File: config.mk
export PLATFORM = sky130hd
export DESIGN_NAME = binary_rational_token_to_binary64
export DESIGN_NICKNAME = d
export VERILOG_FILES = /design/src/brtb64_pkg.sv /design/src/binary_rational_token_to_binary64.sv /design/src/brtb64_decode.sv
export SDC_FILE = /design/constraint.sdc
export NUM_CORES = 1
export LEC_CHECK = 0
export CAP_MARGIN = 20
export CORE_MARGIN = 2
export CORE_UTILIZATION = 55
export CTS_CLUSTER_DIAMETER = 30
export CTS_CLUSTER_SIZE = 30
export DETAILED_ROUTE_END_ITERATION = 8
export DONT_BUFFER_PORTS = 1
export PLACE_DENSITY = 0.7
export SLEW_MARGIN = 20
export SYNTH_ARGS = -nofsm -noshare
export SYNTH_HDL_FRONTEND = slang
export SYNTH_SLANG_ARGS = --single-unit
File: constraint.sdc
create_clock -name clk -period 2.65 [get_ports clk]
set_clock_uncertainty 0.05 [all_clocks]
set_input_delay 0.1325 -clock clk [delete_from_list [all_inputs] [get_ports clk]]
set_output_delay 0.1325 -clock clk [all_outputs]
set_load 0.03 [all_outputs]
File: src/brtb64_pkg.sv
// Package with widths and exponent re-bias constants for the token to binary64 converter.
`default_nettype none

package brtb64_pkg;

	localparam int unsigned PAYLOAD_W = 64;
	localparam int unsigned COUNT_W   = 3;
	localparam int unsigned RESULT_W  = 64;

	localparam int unsigned EXP_W  = 11;
	localparam int unsigned MANT_W = 52;
	localparam int unsigned SP_EXP_W = 8;

	// Byte counts minus one, as carried on extra_bytes.
	localparam logic [COUNT_W-1:0] SIZE_1 = 3'd0;
	localparam logic [COUNT_W-1:0] SIZE_2 = 3'd1;
	localparam logic [COUNT_W-1:0] SIZE_3 = 3'd2;
	localparam logic [COUNT_W-1:0] SIZE_4 = 3'd3;
	localparam logic [COUNT_W-1:0] SIZE_5 = 3'd4;
	localparam logic [COUNT_W-1:0] SIZE_6 = 3'd5;
	localparam logic [COUNT_W-1:0] SIZE_7 = 3'd6;
	localparam logic [COUNT_W-1:0] SIZE_8 = 3'd7;

	// Re-bias into the single-precision exponent: 128 - 2^(r-1), modulo 256.
	localparam logic [SP_EXP_W-1:0] SP_BIAS_1 = 8'd124;
	localparam logic [SP_EXP_W-1:0] SP_BIAS_2 = 8'd112;
	localparam logic [SP_EXP_W-1:0] SP_BIAS_3 = 8'd64;

	// Single to double exponent widening.
	localparam logic [EXP_W-1:0] SP_TO_DP_BIAS = 11'd896;

	// Re-bias straight into the double exponent: 1024 - 2^(r-1), modulo 2048.
	localparam logic [EXP_W-1:0] DP_BIAS_5 = 11'd768;
	localparam logic [EXP_W-1:0] DP_BIAS_6 = 11'd512;

endpackage

`default_nettype wire

File: src/binary_rational_token_to_binary64.sv
// Top level of the compact floating token to binary64 converter.
`default_nettype none

// Converts the payload of a compact binary floating token (one to eight
// little-endian bytes, extra_bytes giving the count minus one) into the
// same number as a binary64 bit pattern. The block never stalls: busy is
// always low, so a transaction is taken on every cycle that start is high.
// Each accepted transaction yields exactly one result:
// the inputs are captured in a first register, decoded by a short
// combinational path of byte alignment and at most two short exponent
// adds (an 8-bit re-bias for the three shortest sizes, then one 11-bit
// add), and the result is held in an output register for one cycle with
// done high.
// The receiver cannot hold results off, so no result is ever buffered
// beyond that single cycle, and a new transaction can enter every cycle.
// No exponent code is treated specially: all values are re-biased alike,
// and payload bytes above the selected count are ignored.

module binary_rational_token_to_binary64 (
	input  wire logic                              clk,
	input  wire logic                              arst_n,
	input  wire logic                              start,
	output logic                                   busy,
	input  wire logic [brtb64_pkg::PAYLOAD_W-1:0]  payload,
	input  wire logic [brtb64_pkg::COUNT_W-1:0]    extra_bytes,
	output logic                                   done,
	output logic      [brtb64_pkg::RESULT_W-1:0]   binary64_bits
);
	import brtb64_pkg::*;

	logic                 valid_s1;
	logic [PAYLOAD_W-1:0] payload_s1;
	logic [COUNT_W-1:0]   count_s1;
	logic [RESULT_W-1:0]  decoded;
	logic                 valid_s2;
	logic [RESULT_W-1:0]  result_s2;

	// Nothing in the path ever waits, so the block is always ready.
	assign busy = 1'b0;

	// Control bits of both stages are reset; payload registers are not.
	always_ff @(posedge clk or negedge arst_n) begin
		if (!arst_n) begin
			valid_s1 <= 1'b0;
			valid_s2 <= 1'b0;
		end else begin
			valid_s1 <= start;
			valid_s2 <= valid_s1;
		end
	end

	// Capture the incoming transaction.
	always_ff @(posedge clk) begin
		if (start) begin
			payload_s1 <= payload;
			count_s1   <= extra_bytes;
		end
	end

	brtb64_decode u_decode (
		.payload       (payload_s1),
		.extra_bytes   (count_s1),
		.binary64_bits (decoded)
	);

	// The result register drives the output ports; it is loaded once per transaction.
	always_ff @(posedge clk) begin
		if (valid_s1) begin
			result_s2 <= decoded;
		end
	end

	assign done          = valid_s2;
	assign binary64_bits = result_s2;

endmodule

`default_nettype wire

File: src/brtb64_decode.sv
// Combinational decode of one token payload into a binary64 bit pattern.
`default_nettype none

module brtb64_decode (
	input  wire logic [brtb64_pkg::PAYLOAD_W-1:0] payload,
	input  wire logic [brtb64_pkg::COUNT_W-1:0]   extra_bytes,
	output logic      [brtb64_pkg::RESULT_W-1:0]  binary64_bits
);
	import brtb64_pkg::*;

	logic                sign;
	logic [SP_EXP_W-1:0] sp_exp;
	logic [EXP_W-1:0]    exp;
	logic [MANT_W-1:0]   mant;

	always_comb begin
		sp_exp = '0;
		case (extra_bytes)
			SIZE_1: begin
				sign   = payload[7];
				sp_exp = SP_EXP_W'(payload[6:4]) + SP_BIAS_1;
				exp    = EXP_W'(sp_exp) + SP_TO_DP_BIAS;
				mant   = {payload[3:0], 48'd0};
			end
			SIZE_2: begin
				sign   = payload[15];
				sp_exp = SP_EXP_W'(payload[14:10]) + SP_BIAS_2;
				exp    = EXP_W'(sp_exp) + SP_TO_DP_BIAS;
				mant   = {payload[9:0], 42'd0};
			end
			SIZE_3: begin
				sign   = payload[23];
				sp_exp = SP_EXP_W'(payload[22:16]) + SP_BIAS_3;
				exp    = EXP_W'(sp_exp) + SP_TO_DP_BIAS;
				mant   = {payload[15:0], 36'd0};
			end
			SIZE_4: begin
				sign = payload[31];
				exp  = EXP_W'(payload[30:23]) + SP_TO_DP_BIAS;
				mant = {payload[22:0], 29'd0};
			end
			SIZE_5: begin
				sign = payload[39];
				exp  = EXP_W'(payload[38:30]) + DP_BIAS_5;
				mant = {payload[29:0], 22'd0};
			end
			SIZE_6: begin
				sign = payload[47];
				exp  = EXP_W'(payload[46:37]) + DP_BIAS_6;
				mant = {payload[36:0], 15'd0};
			end
			SIZE_7: begin
				sign = payload[55];
				exp  = payload[54:44];
				mant = {payload[43:0], 8'd0};
			end
			default: begin
				sign = payload[63];
				exp  = payload[62:52];
				mant = payload[51:0];
			end
		endcase
		binary64_bits = {sign, exp, mant};
	end

endmodule

`default_nettype wire
==> impl_metrics.py <==
metrics = {
    "power": {
        "power_density_nw_per_um2": 766,
        "power_mw": 5.99,
        "vdd_ir_drop_max_uv": 701,
        "p_leak_nw": 2.81,
    },
    "synthesis": {
        "synth.avg_cell_area_um2": 13.0,
        "synth_edf_count": 131,
        "ys_seq_area_share_pct": 62.6,
        "syn_nets": 559,
        "syn_area_um2": 6360,
        "synthArstFlopShare_pct": 1.50,
        "yosys_register_bits": 133,
        "yosysWarnings": 0,
        "ys_types": 51,
        "synthCells": 489,
        "yosys_most_used_dff": "edfxtp_1",
    },
    "global_route": {
        "grt_pass1_wl_mm": 27.6,
        "first_global_vias": 4502,
        "grt_max_degree": 72,
        "antenna_found_initial": 1,
        "grt.overflow.total": 0,
        "grt_usage_pct": 30.3,
    },
    "placed_design": {
        "io_buffer_count": 0,
        "pre_cts_ws_ns": 0.399,
        "place_hpwl_mm": 11.7,
        "gp_congestion": 0.947,
    },
    "sta": {
        "finalMaxSlewViolations": 0,
        "min_period_ns": 2.37,
        "fin_crit_sh_pct": 89.4,
        "finalSetupViolCount": 0,
        "fmaxAchievable_mhz": 422,
        "maxSlewHeadroom_pct": 51.2,
        "fin_tns_setup_ns": 0,
        "tightest_slew_ns": 0.732,
        "hold_viol_final": 0,
        "setup_ws_ns": 0.282,
        "rsz0062_at_grt": "false",
    },
    "clocking": {
        "insertion_delay_ns": 0.43,
        "cts_made_buffers": 17,
        "cts_sinks": 133,
        "cts_root_buffer": "clkbuf_16",
        "cts_setup_buffers": 0,
        "cts_resized": 0,
        "clkTransAtPathRegs_ns": 0.06,
        "cts_tree": "built",
        "cts_htree_levels": 4,
        "clk_path_buf_depth": 2,
    },
    "layout": {
        "synthToLayoutAreaGrowth_pct": 22.8,
        "nFillCells": 773,
        "drive_above_1_share_pct": 12.7,
        "final_util_pct": 68.7,
        "multi_input_area_um2": 2150,
        "fin_nets": 626,
        "regArea_um2": 3990,
    },
    "critical_path": {
        "crit_required_ns": 2.78,
        "critical-path-max-stage-delay_ns": 0.82,
        "path_class": "register to register",
        "timing.rr.end": "binary64_bits[60]",
        "path_cells": "mux2i_1 -> and2_4 -> or4_4 -> o22a_1",
        "critPathArrivalTime_ns": 2.49,
        "cp-start-kind": "register",
        "rrSetupSlack_ns": 0.28,
        "end_kind": "register",
        "critPathMaxFanout": 18,
        "r2r_start": "count_s1[0]",
        "reg2regPathDepth": 4,
        "slowest_stage": "edfxtp_1",
    },
    "min_path": {
        "worstHoldStart": "payload[26]",
        "min_delay_path_depth": 1,
        "hold_path.class": "input pin to register",
        "min_to": "payload_s1[26]",
    },
    "routing": {
        "drtPass1Iterations": 6,
        "wl_per_cell_um": 25.3,
        "vias_per_cell": 6.47,
        "drc": 0,
        "routed_wl_mm": 18.1,
        "drt_iter0_drc": 495,
        "wl_met3_mm": 1.76,
        "m1WireLength_mm": 7.07,
        "top_layer": "met4",
        "vias": 4616,
        "ant_nets": 0,
        "dr_wl_met2_mm": 8.49,
    },
    "floorplanning": {
        "dieWidth_um": 112,
        "die_h_um": 112,
        "start_util_pct": 56.0,
        "row_count": 39,
        "core_area_um2": 11400,
        "pin_count": 136,
        "die-area_um2": 12400,
    },
    "run": {
        "max_cap_viol_count": 0,
    },
    "status": {
        "outcome": "finished, final reports clean",
    },
}
per-stage QoR:
step                      instances  cell area [µm²]  hold WS (ns)
final                           713             7820         0.275
after global routing            712             7810         0.260
after CTS                       712             7810         0.261
after detailed placement        609             6520        -0.213
after global placement          609             6520        -0.213
after floorplan                 489             6360        -0.213
worst max-delay path: cells and delay by family (launching register included):
| kind | cells | cell delay, ns |
|---|---|---|
| mux | 1 | 0.25 |
| compound gates | 1 | 0.20 |
| simple gates | 2 | 0.79 |
| flops | 1 | 0.82 |
Yosys cell counts (4+ instances only):
cell / count / area, µm²
a211oi_1: 10 / 75.1
a21o_1: 4 / 30.0
a21oi_1: 37 / 185
a221oi_1: 4 / 35.0
a22oi_1: 4 / 30.0
a311o_1: 4 / 40.0
a31oi_1: 6 / 37.5
and2_1: 16 / 100
buf_2: 18 / 90.1
buf_4: 9 / 67.6
clkbuf_1: 12 / 45.0
edfxtp_1: 131 / 3930
inv_1: 4 / 15.0
mux2_2: 7 / 78.8
mux2i_1: 32 / 320
mux4_2: 11 / 248
nand2_1: 44 / 165
nand2b_1: 9 / 56.3
nand3_1: 8 / 40.0
nor2_1: 34 / 128
o211ai_1: 4 / 30.0
o21ai_0: 23 / 115
o221ai_1: 8 / 70.1
o22a_1: 9 / 78.8
report_power, final:
part	switching (mW)	internal [mW]	total [mW]
Sequential	0.425	2.58	3.00
Clock	0.875	1.37	2.25
Combinational	0.396	0.346	0.742
Total	1.70	4.29	5.99
area by class of cell:
type | instances | area share [%]
diodes | 1 | 0.0320
clock buffers | 18 | 5.49
clock inverters | 14 | 1.76
inverters | 5 | 0.240
multi-input cells | 310 | 27.5
flip-flops and latches | 133 | 51.0
well taps | 143 | 2.29
repair buffers | 89 | 11.7
layout by cell type (no fill, tap or decap), types with 3 or more instances in the layout:
cell             n
a211oi_1        10
a21o_1           4
a21oi_1         37
a221oi_1         4
a22oi_1          4
a311o_1          4
a31oi_1          6
and2_1          16
buf_12           4
buf_4           14
clkbuf_16       17
clkinv_2         5
clkinv_4         3
clkinvlp_4       3
dlygate4sd3_1   70
edfxtp_1       131
inv_1            4
mux2_2           7
mux2i_1         32
mux4_2          11
nand2_1         44
nand2b_1         9
nand3_1          8
nor2_1          34
nor2b_1          3
o211ai_1         4
o21ai_0         23
o221ai_1         8
o22a_1           9
o22ai_1          3
what timing repair did:
item / in CTS / in global routing
setup endpoints to repair: 0 / 0
endpoints found under the hold margin: 137 / 0
hold buffers: 71 / 0
state kept, by name, indices dropped and copies added (netlist names):
name and count:
payload_s1 64, done 1, valid_s1 1, binary64_bits 64
count_s1 3
cell families (layout without fill, tap and decap cells):
kind of cell / after synthesis / after routing / synth area share [%]
AND/OR/NAND/NOR: 123 / 123 / 9.02
AO/OA/AOI/OAI: 136 / 136 / 14.5
buffers and inverters: 46 / 126 / 3.62
multiplexers: 50 / 50 / 10.2
other: 1 / 2 / 0.0589
flip-flops: 133 / 133 / 62.6
worst max path at each step:
stage                     start                 to  slack [ns]  cells past startpoint
floorplan              valid_s1   binary64_bits[0]        0.58                      0
global placement    count_s1[0]  binary64_bits[60]        0.43                      4
detailed placement  count_s1[0]  binary64_bits[60]        0.40                      4
CTS                 count_s1[0]  binary64_bits[60]        0.37                      4
global route        count_s1[0]  binary64_bits[60]        0.20                      4
finish              count_s1[0]  binary64_bits[60]        0.28                      4
per-layer routing:
| layer | GRT usage (%) | vias to the layer above |
|---|---|---|
| li1 | - | 2036 |
| met1 | 40.0 | 2251 |
| met2 | 45.6 | 280 |
| met3 | 11.0 | 49 |
| met4 | 13.7 | 0 |
| met5 | 0 | - |
(Power assumes the default switching activity.)
